<file path="src/design/erlt_pkg.sv">
`timescale 1ns / 1ps
// ----------------------------------------------------------------------------
// erlt_pkg
// Shared types and codes for the exclusive record lock table.
// ----------------------------------------------------------------------------
package erlt_pkg;

	localparam int OP_W      = 2;
	localparam int REC_W     = 32;
	localparam int TXN_W     = 16;
	localparam int STATUS_W  = 3;

	// operation codes
	localparam logic [OP_W-1:0] OP_LOCK       = 2'd0;
	localparam logic [OP_W-1:0] OP_UNLOCK     = 2'd1;
	localparam logic [OP_W-1:0] OP_UNLOCK_ALL = 2'd2;

	// status codes
	localparam logic [STATUS_W-1:0] STATUS_GRANTED  = 3'd0;
	localparam logic [STATUS_W-1:0] STATUS_HELD     = 3'd1;
	localparam logic [STATUS_W-1:0] STATUS_CONFLICT = 3'd2;
	localparam logic [STATUS_W-1:0] STATUS_FULL     = 3'd3;
	localparam logic [STATUS_W-1:0] STATUS_RELEASED = 3'd4;

	typedef enum logic [1:0] {
		S_CLEAR,
		S_IDLE,
		S_SCAN,
		S_FINISH
	} lock_state_t;

	typedef struct packed {
		logic [OP_W-1:0]  operation;
		logic [REC_W-1:0] record_id;
		logic [TXN_W-1:0] transaction;
	} lock_req_t;

	typedef struct packed {
		logic [STATUS_W-1:0] status;
		logic [TXN_W-1:0]    blocker;
	} lock_rsp_t;

endpackage

</file>
<file path="src/design/erlt_table_ram.sv">
`timescale 1ns / 1ps
// ----------------------------------------------------------------------------
// erlt_table_ram
// Lock entry storage: one write port, one read port with registered data.
// ----------------------------------------------------------------------------
module erlt_table_ram #(
	parameter int DEPTH  = 64,
	parameter int DATA_W = 49,
	parameter int ADDR_W = 6
) (
	input  logic              clk,
	input  logic              we,
	input  logic [ADDR_W-1:0] waddr,
	input  logic [DATA_W-1:0] wdata,
	input  logic              re,
	input  logic [ADDR_W-1:0] raddr,
	output logic [DATA_W-1:0] rdata
);

	logic [DATA_W-1:0] mem [DEPTH];
	logic [DATA_W-1:0] rdata_q;

	always_ff @(posedge clk) begin
		if (we) begin
			mem[waddr] <= wdata;
		end
		if (re) begin
			rdata_q <= mem[raddr];
		end
	end

	assign rdata = rdata_q;

endmodule

</file>
<file path="src/design/exclusive_record_lock_table.sv">
`timescale 1ns / 1ps
// ----------------------------------------------------------------------------
// exclusive_record_lock_table
// Table of exclusive record locks, searched one entry per cycle.
// ----------------------------------------------------------------------------
// Each accepted start reads every entry through the single read port of the
// entry memory, one entry per cycle through one compare unit; a finish step
// then writes any grant and registers done; no request is taken before it ends.
// Reset: after arst_n releases, busy stays high while the valid marks in
// memory are cleared one entry per cycle.
// Results are shown for one cycle on done; the receiver cannot stall.
module exclusive_record_lock_table
	import erlt_pkg::*;
#(
	parameter int ENTRIES     = 64,
	parameter int RECORD_BITS = 32,
	parameter int TXN_BITS    = 16
) (
	input  logic      clk,
	input  logic      arst_n,
	input  logic      start,
	output logic      busy,
	input  lock_req_t req,
	output logic      done,
	output lock_rsp_t rsp
);

	localparam int IDX_W = (ENTRIES > 1) ? $clog2(ENTRIES) : 1;
	localparam int CNT_W = $clog2(ENTRIES + 1);
	localparam int ENT_W = 1 + RECORD_BITS + TXN_BITS;

	lock_state_t state_q, state_d;

	logic [CNT_W-1:0]       issue_q;
	logic                   rd_vld_s1;
	logic [IDX_W-1:0]       rd_idx_s1;

	logic [OP_W-1:0]        op_q;
	logic [RECORD_BITS-1:0] key_rec_q;
	logic [TXN_BITS-1:0]    key_txn_q;

	logic                   hit_q;
	logic                   hit_own_q;
	logic [TXN_BITS-1:0]    hit_owner_q;
	logic                   free_found_q;
	logic [IDX_W-1:0]       free_idx_q;

	logic                   done_q;
	lock_rsp_t              rsp_q;

	logic                   accept;
	logic                   rd_en;
	logic                   we;
	logic [IDX_W-1:0]       waddr;
	logic [ENT_W-1:0]       wdata;
	logic [ENT_W-1:0]       rd_data;

	logic                   ent_valid;
	logic [RECORD_BITS-1:0] ent_rec;
	logic [TXN_BITS-1:0]    ent_own;
	logic                   rec_match;
	logic                   own_match;
	logic                   drop_entry;
	lock_rsp_t              rsp_d;

	assign accept = start && (state_q == S_IDLE);
	assign busy   = (state_q != S_IDLE);

	// compare unit, one entry per cycle
	assign ent_valid = rd_data[ENT_W-1];
	assign ent_rec   = rd_data[RECORD_BITS+TXN_BITS-1:TXN_BITS];
	assign ent_own   = rd_data[TXN_BITS-1:0];
	assign rec_match = ent_valid && (ent_rec == key_rec_q);
	assign own_match = (ent_own == key_txn_q);

	always_comb begin
		drop_entry = 1'b0;
		if (rd_vld_s1) begin
			case (op_q)
				OP_UNLOCK:     drop_entry = rec_match && own_match;
				OP_UNLOCK_ALL: drop_entry = ent_valid && own_match;
				default:       drop_entry = 1'b0;
			endcase
		end
	end

	always_comb begin
		rsp_d.status  = STATUS_RELEASED;
		rsp_d.blocker = '0;
		case (op_q)
			OP_LOCK: begin
				if (hit_q) begin
					if (hit_own_q) begin
						rsp_d.status = STATUS_HELD;
					end else begin
						rsp_d.status  = STATUS_CONFLICT;
						rsp_d.blocker = TXN_W'(hit_owner_q);
					end
				end else if (free_found_q) begin
					rsp_d.status = STATUS_GRANTED;
				end else begin
					rsp_d.status = STATUS_FULL;
				end
			end
			default: rsp_d.status = STATUS_RELEASED;
		endcase
	end

	// next state
	always_comb begin
		state_d = state_q;
		case (state_q)
			S_CLEAR: begin
				if (issue_q == CNT_W'(ENTRIES - 1)) begin
					state_d = S_IDLE;
				end
			end
			S_IDLE: begin
				if (start) begin
					state_d = S_SCAN;
				end
			end
			S_SCAN: begin
				if (issue_q == CNT_W'(ENTRIES)) begin
					state_d = S_FINISH;
				end
			end
			S_FINISH: state_d = S_IDLE;
			default:  state_d = S_IDLE;
		endcase
	end

	// memory port control
	always_comb begin
		rd_en = 1'b0;
		we    = 1'b0;
		waddr = issue_q[IDX_W-1:0];
		wdata = '0;
		case (state_q)
			S_CLEAR: begin
				we = 1'b1;
			end
			S_SCAN: begin
				rd_en = (issue_q != CNT_W'(ENTRIES));
				we    = drop_entry;
				waddr = rd_idx_s1;
			end
			S_FINISH: begin
				we    = (op_q == OP_LOCK) && !hit_q && free_found_q;
				waddr = free_idx_q;
				wdata = {1'b1, key_rec_q, key_txn_q};
			end
			default: begin
				we = 1'b0;
			end
		endcase
	end

	always_ff @(posedge clk or negedge arst_n) begin
		if (!arst_n) begin
			state_q   <= S_CLEAR;
			issue_q   <= '0;
			rd_vld_s1 <= 1'b0;
			done_q    <= 1'b0;
		end else begin
			state_q   <= state_d;
			rd_vld_s1 <= rd_en;
			done_q    <= (state_q == S_FINISH);
			case (state_q)
				S_CLEAR: issue_q <= issue_q + CNT_W'(1);
				S_IDLE:  issue_q <= '0;
				S_SCAN: begin
					if (rd_en) begin
						issue_q <= issue_q + CNT_W'(1);
					end
				end
				default: issue_q <= issue_q;
			endcase
		end
	end

	// request fields, scan bookkeeping and result payload
	always_ff @(posedge clk) begin
		rd_idx_s1 <= issue_q[IDX_W-1:0];
		if (accept) begin
			op_q         <= req.operation;
			key_rec_q    <= RECORD_BITS'(req.record_id);
			key_txn_q    <= TXN_BITS'(req.transaction);
			hit_q        <= 1'b0;
			free_found_q <= 1'b0;
		end else if (rd_vld_s1) begin
			if (rec_match) begin
				hit_q       <= 1'b1;
				hit_own_q   <= own_match;
				hit_owner_q <= ent_own;
			end
			// lowest free index wins
			if (!ent_valid && !free_found_q) begin
				free_found_q <= 1'b1;
				free_idx_q   <= rd_idx_s1;
			end
		end
		if (state_q == S_FINISH) begin
			rsp_q <= rsp_d;
		end
	end

	erlt_table_ram #(
		.DEPTH  (ENTRIES),
		.DATA_W (ENT_W),
		.ADDR_W (IDX_W)
	) u_table (
		.clk   (clk),
		.we    (we),
		.waddr (waddr),
		.wdata (wdata),
		.re    (rd_en),
		.raddr (issue_q[IDX_W-1:0]),
		.rdata (rd_data)
	);

	assign done = done_q;
	assign rsp  = rsp_q;

endmodule

</file>
<file path="config.mk">
export PLATFORM = sky130hd
export DESIGN_NAME = exclusive_record_lock_table
export DESIGN_NICKNAME = d
export VERILOG_FILES = /design/src/design/erlt_pkg.sv /design/src/design/erlt_table_ram.sv /design/src/design/exclusive_record_lock_table.sv
export SDC_FILE = /design/constraint.sdc
export NUM_CORES = 2
export LEC_CHECK = 0
export CAP_MARGIN = 20
export CORE_ASPECT_RATIO = 0.6
export CORE_MARGIN = 2
export CORE_UTILIZATION = 40
export CTS_CLUSTER_SIZE = 24
export DETAILED_ROUTE_END_ITERATION = 10
export DONT_BUFFER_PORTS = 1
export PLACE_DENSITY = 0.61
export SYNTH_ARGS = -nofsm -noshare
export SYNTH_HDL_FRONTEND = slang
export SYNTH_SLANG_ARGS = --single-unit
</file>
<file path="constraint.sdc">
create_clock -name clk -period 10.05 [get_ports clk]
set_input_delay 2.5125 -clock clk [delete_from_list [all_inputs] [get_ports clk]]
set_output_delay 2.5125 -clock clk [all_outputs]
set_load 0.005 [all_outputs]
</file>
; Word-level counts from Yosys, hierarchy flattened
; Memories as Yosys holds them, arrays and structs flattened. A register that Yosys moved wholly into a read port is not among the register bits.
; Index checks and enable logic that the tools add are counted.
[word_totals]
reg_bits = 111
mem_bits_rw = 3136
input_bits = 53
out_inout_bits = 21
word_cells = 72
memories = 1
[memory_table]
columns = memory, words, word_bits, read_ports, rd_ports_with_merged_regs, write_ports, line_no
row1 = u_table.mem, 64, 49, 1, 1, 1, erlt_table_ram.sv:20  ; logic [DATA_W-1:0] mem [DEPTH];
[op_classes]
addsub = 1
eq_ne = 15
muxes = 17
bitwise_logic = 3
n_reduce_logical = 20
[ops]
columns = cell, count
row1 = 49-bit two-way mux, 1
row2 = 32-bit equality test, 1
row3 = 7-bit case mux with 3 select lines, 1
row4 = 16-bit equality test, 1
row5 = 6-bit case mux with 2 select lines, 1
row6 = 2-bit two-way mux, 5
row7 = 3-bit AND reduction, 3
row8 = 2-bit inequality test (second input constant), 4
row9 = 2-bit case mux with 4 select lines, 1
row10 = 7-bit by 1-bit adder with 7-bit output (second input constant), 1
row11 = 7-bit by 6-bit equality test with 1-bit output (second input constant), 1
row12 = 7-bit equality test (second input constant), 1
row13 = 1-bit logical AND, 7
row14 = 7-bit two-way mux, 1
row15 = 7-bit inequality test (second input constant), 1
row16 = 2-bit equality test (second input constant), 3
row17 = 2-bit AND reduction, 3
row18 = 2-bit by 1-bit equality test with 1-bit output (second input constant), 2
row19 = 2-bit logical NOT, 2
row20 = 1-bit two-way mux, 4
row21 = 1-bit logical NOT, 3
row22 = 3-bit two-way mux, 1
row23 = 1-bit inverter, 3
row24 = 1-bit case mux with 3 select lines, 1
row25 = other kinds (4), 4

; Depth between registers and ports, before layout
[logic_depth]
depth_word = 8
mapped_depth = 12
ltp_nobuf = 7

; By module
; Synthesis repeated with hierarchy kept, for this count alone.
[unflattened]
hier_cells = 5635
area_unflattened_um2 = 125235.1
[by_module_without_submodules]
columns = module, n_inst, cells_each, area_per_inst_um2, seq_area_each_um2
row1 = erlt_table_ram, 1, 5283, 120483.1, 95641.7
row2 = exclusive_record_lock_table, 1, 352, 4752.1, 3198.1

; Least setup slack after synthesis
; No wires, ideal clock.
[synth_timing]
kind = reg-to-reg
from = register state_q[0]
to = memory u_table.mem[42][0], enable pin
setup_ps = 529
arrival_time_ps = 6652
t_required_ps = 9521
slack_ps = 2869
path_stages_with_launch = 6
n_path_buf = 0
period_less_slack_ps = 7181
cell_sequence = dfrtp_1 > ha_1 > nor2_1 > a21oi_1 > nand3_1 > a211oi_1
[synth_via]
elab_chain_cells = 4
word_cells_on_any_way = 7
cone_classes = eq/ne (2) / mux (4) / reduce/logical (1)
[synth_rtl]
columns = item, line_no
row1 = from (decl), exclusive_record_lock_table.sv:32  ; lock_state_t state_q, state_d;
row2 = from (signal assigned), exclusive_record_lock_table.sv:166  ; state_q <= state_d;
row3 = 2-bit equality test / 2-bit logical NOT (equally long branches), exclusive_record_lock_table.sv:139  ; case (state_q)
row4 = 1-bit case mux with 3 select lines, exclusive_record_lock_table.sv:139
row5 = 1-bit two-way mux, erlt_table_ram.sv:24  ; if (we) begin
row6 = 1-bit two-way mux (not written as such), erlt_table_ram.sv:25  ; mem[waddr] <= wdata;
row7 = to (decl), erlt_table_ram.sv:20
; Parallel ways exist; a longest one is shown, timed or not.

; Worst setup path in the final report
[layout_timing]
from = register state_q[0]
to = memory u_table.mem[1][36], enable pin
; The elaborated chain is that of the path after synthesis.

==> results.md <==
* Leakage power at 42.81 nW
* Final period util at 53.40%
* Adder-cell share of the synthesized area at 0.09031%
* Layout fillers at 25490
* Warnings from Yosys at 0
* Internal power at 26.42 mW
* CP required at 10.54 ns
* Highest achievable clock rate at 186.3 MHz
* Via count of the first global-routing pass at 58540
* Vertical die dimension at 436.5 um
* Vias after detailed routing at 61740
* Setup repair after global routing missed its margin: false
* Post-cts gate resize count at 0
* Area of the core region at 0.3096 mm2
* Timing startpoint of the critical path: state_q[0]$_DFFE_PN0P_
* Overall die width at 724.8 um
* Clk_lat worst skew at 0.88 ns
* Register-to-Register Path Depth at 8
* Number of enable-type register cells in the synthesized netlist at 3277
* Worst slack on hold paths at 0.4390 ns
* Cells after synthesis at 5422
* Area of the multi-input gates at 0.02522 mm2
* Library cell occupying the most area in the post-synthesis netlist: sky130_fd_sc_hd__edfxtp_1
* Pin slew with the least headroom to its limit at 1.234 ns
* Switching power as a share of total power at 29.86%
* Number of buffers added by the clock tree synthesis step at 293
* Routed length per instance at 35.44 um
* Delay of the slowest critical-path stage at 0.91 ns
* Proportion of register bits with asynchronous set or reset after synthesis at 0.3337%
* Final Net Count at 5688
* Detailed Route Iter0 Violations at 9941
* Clock network fraction of total power at 29.9%
* Simple-gate area share of the yosys netlist at 1.212%
* CTS tree: built
* Number of detailed-routing iterations run before antenna repair at 6
* Area Growth Syn to Fin at 12.91%
* Overall track demand over capacity in global routing at 21.93%
* Initial Utilization at 40.28%
* Maximum buffer depth of the clock tree at 4
* Data arrival time at the worst-slack endpoint at 5.86 ns
* Most instantiated library cell after synthesis: sky130_fd_sc_hd__edfxtp_1
* Combinational power share at 24.8%
* Critical-path cell list: ha_4 > buf_4 > nor2_1 > a21o_1 > nor3_1 > nand2_1 > a21oi_4 > buf_4
* Combinational family with the most area after synthesis: multiplexers
* Post-synthesis average cell area at 23.00 um2
* Die area at 0.3164 mm2
* Area share of the largest cell type after synthesis at 78.92%
* Final setup vio count at 0
* Hold buffer count at cts at 0
* Fraction of power consumed by sequential logic at 45.4%
* Setup Total Neg Slack at 0 ns
* Cell seen most often among critical-path stages: sky130_fd_sc_hd__buf_4
* Compound-gate portion of the synthesized area at 3.502%
* Net switching power at 11.25 mW
* Net count of the mapped netlist at 5484
* Sequential element share of the synthesized area at 79.27%
* Share of layout cells above drive strength 1 at 25.75%
* Status: complete, no violations
* Endpoint type of the worst setup path: flip-flop
* Worst R2R End: u_table.mem[1][36]$_DFFE_PP_
* Maximum number of pins on one net before global-route repair at 122
* Reg-to-reg startpoint: state_q[0]$_DFFE_PN0P_
* Overflow left after global routing at 0
* Critical path type: flip-flop to flip-flop
* Max-cap violation count at 0
* Netlist cell types at 51
* Final critical path time including I/O delays and setup at 5.367 ns
* Largest clock skew in the final design at 0.04424 ns
* Cells taking the most area after synthesis: sky130_fd_sc_hd__edfxtp_1, sky130_fd_sc_hd__mux4_2, sky130_fd_sc_hd__a22oi_1
* Final RePlAce weighted congestion at 0.8574
* Initial antenna violation count at 57
* Most frequently used flop master after synthesis: sky130_fd_sc_hd__edfxtp_1
* Remaining design rule violation count at 0
* Slowest CP cell: sky130_fd_sc_hd__a21oi_4
* First-pass GRT wire length at 486.4 mm
* R2r setup slk at 4.68 ns
* Routed wire length at 355.3 mm
* Netlist area before placement at 0.1247 mm2
* Critical Path Source Type: flip-flop
* Flops & latches, synth at 3296
* Count of H-tree levels built during CTS at 5
* XOR/XNOR Fraction of Synth Area at 0.3372%
* Cell area after layout at 0.1408 mm2
* DRT antenna net count at 0
* Termination of the worst setup path: u_table.mem[1][36]$_DFFE_PP_
* VDD IR-drop max at 0.2414 mV
* PD cells at 267.6 mW/mm2
* Port Buffer Count at 0
* DP HPWL at 204.3 mm
* Final number of max-transition violations at 0
* Mux share of post-synthesis cell area at 14.40%
* Worst rel slew slack at 17.04%
* Final Hold Violating Endpoints at 0
* Post-detailed-placement cell area at 0.1312 mm2
* Clk Tree Root Cell: sky130_fd_sc_hd__clkbuf_16
* Total number of placement rows at 158
* Commonest cells in the netlist: sky130_fd_sc_hd__edfxtp_1, sky130_fd_sc_hd__mux4_2, sky130_fd_sc_hd__a22oi_1
* # IOs at 74
* Clock-pin slew on the worst setup and hold paths at 0.06 ns
* Maximum fanout along the worst path at 41
* Sink Count at 3296
* Min-delay worst type: flip-flop to flip-flop
* Via density per instance at 6.158
* Area taken by flip-flops and latches at 0.09885 mm2
* Setup Buffers After CTS at 0
critical path: cells and delay by family (launching register included):
family / cells / cell delay [ns]
and+or+nand+nor: 3 / 1.49
AOI/OAI and AO/OA: 2 / 1.27
buffers and inverters: 2 / 1.11
adders and majority gates: 1 / 0.52
DFF: 1 / 0.49
layout by cell type (no fill, tap or decap), types with 16 or more instances in the layout:
| master | instances |
|---|---|
| sky130_fd_sc_hd__buf_12 | 22 |
| sky130_fd_sc_hd__nand2_1 | 78 |
| sky130_fd_sc_hd__xnor2_1 | 48 |
| sky130_fd_sc_hd__or4_1 | 43 |
| sky130_fd_sc_hd__mux2i_1 | 21 |
| sky130_fd_sc_hd__bufinv_16 | 28 |
| sky130_fd_sc_hd__edfxtp_1 | 3277 |
| sky130_fd_sc_hd__buf_4 | 187 |
| sky130_fd_sc_hd__and2_1 | 56 |
| sky130_fd_sc_hd__clkbuf_1 | 61 |
| sky130_fd_sc_hd__nand3_1 | 19 |
| sky130_fd_sc_hd__mux4_2 | 782 |
| sky130_fd_sc_hd__clkinv_2 | 36 |
| sky130_fd_sc_hd__a21oi_4 | 48 |
| sky130_fd_sc_hd__a21oi_1 | 183 |
| sky130_fd_sc_hd__clkinv_1 | 55 |
| sky130_fd_sc_hd__diode_2 | 29 |
| sky130_fd_sc_hd__nand4_1 | 17 |
| sky130_fd_sc_hd__clkbuf_16 | 300 |
| sky130_fd_sc_hd__a22oi_1 | 351 |
| sky130_fd_sc_hd__a211oi_4 | 16 |
power by group through the flow:
stage	clock (mW)	combinational (mW)	sequential [mW]
after floorplan	0	5.81	17.3
after global placement	0	9.05	17.4
after detailed placement	0	9.22	17.4
after CTS	11.4	9.23	17.1
after global routing	11.9	9.78	17.1
final	11.3	9.33	17.1
state kept, by name (all words and copies together) (netlist names), 2 cells and up:
signal         flops
hit_owner_q       16
rsp               19
key_rec_q         32
state_q            2
free_idx_q         6
u_table.rdata     49
op_q               2
key_txn_q         16
u_table.mem     3136
issue_q            7
rd_idx_s1          6
cell type report:
type                            instances  area share (%)
Antenna cell                           29         0.05155
Clock buffer                          363           5.515
Clock inverter                        143           1.072
Inverter                               12         0.03377
Multi-Input combinational cell       1803           17.91
Sequential cell                      3296           70.21
Tap cell                             4160           3.697
Timing Repair Buffer                  220           1.507
metrics by stage:
stage	util [%]	instances	setup WS (ns)	total power, mW
after CTS	45.38	9986	4.380	37.72
after detailed placement	42.38	9480	4.384	26.61
after global placement	42.33	9473	4.374	26.42
after floorplan	-	5422	2.869	23.14
final	45.48	10030	4.683	37.67
after global routing	45.45	9997	4.490	38.80
logic make-up after synthesis:
| family | after synthesis |
|---|---|
| compound gates | 661 |
| xor+xnor | 48 |
| fa+ha+maj | 9 |
| buf+inv | 323 |
| flops | 3296 |
| mux | 815 |
| simple gates | 270 |
how the worst min path moves through the flow:
| stage | start | end | slack [ns] | depth (start not counted) |
|---|---|---|---|---|
| after global routing | rd_idx_s1[1]$_DFF_P_ | free_idx_q[1]$_DFFE_PP_ | 0.44 | 0 |
| after floorplan | issue_q[4]$_DFFE_PN0P_ | rd_idx_s1[4]$_DFF_P_ | 0.35 | 0 |
| final | rd_idx_s1[4]$_DFF_P_ | free_idx_q[4]$_DFFE_PP_ | 0.44 | 0 |
| after detailed placement | rd_idx_s1[4]$_DFF_P_ | free_idx_q[4]$_DFFE_PP_ | 0.42 | 0 |
| after global placement | rd_idx_s1[1]$_DFF_P_ | free_idx_q[1]$_DFFE_PP_ | 0.42 | 0 |
| after CTS | rd_idx_s1[4]$_DFF_P_ | free_idx_q[4]$_DFFE_PP_ | 0.43 | 0 |
metal layers:
layer	vias up	share of wire [%]	global-route usage [%]	wire (um)
met5	-	0.14	0	501
met4	34	1.5	3.397	5242
met3	422	15	8.110	51960
met2	4047	41	29.79	147000
met1	33560	42	34.14	150700
li1	23670	-	-	-
No activity file was read; power rests on OpenSTA's default activity.
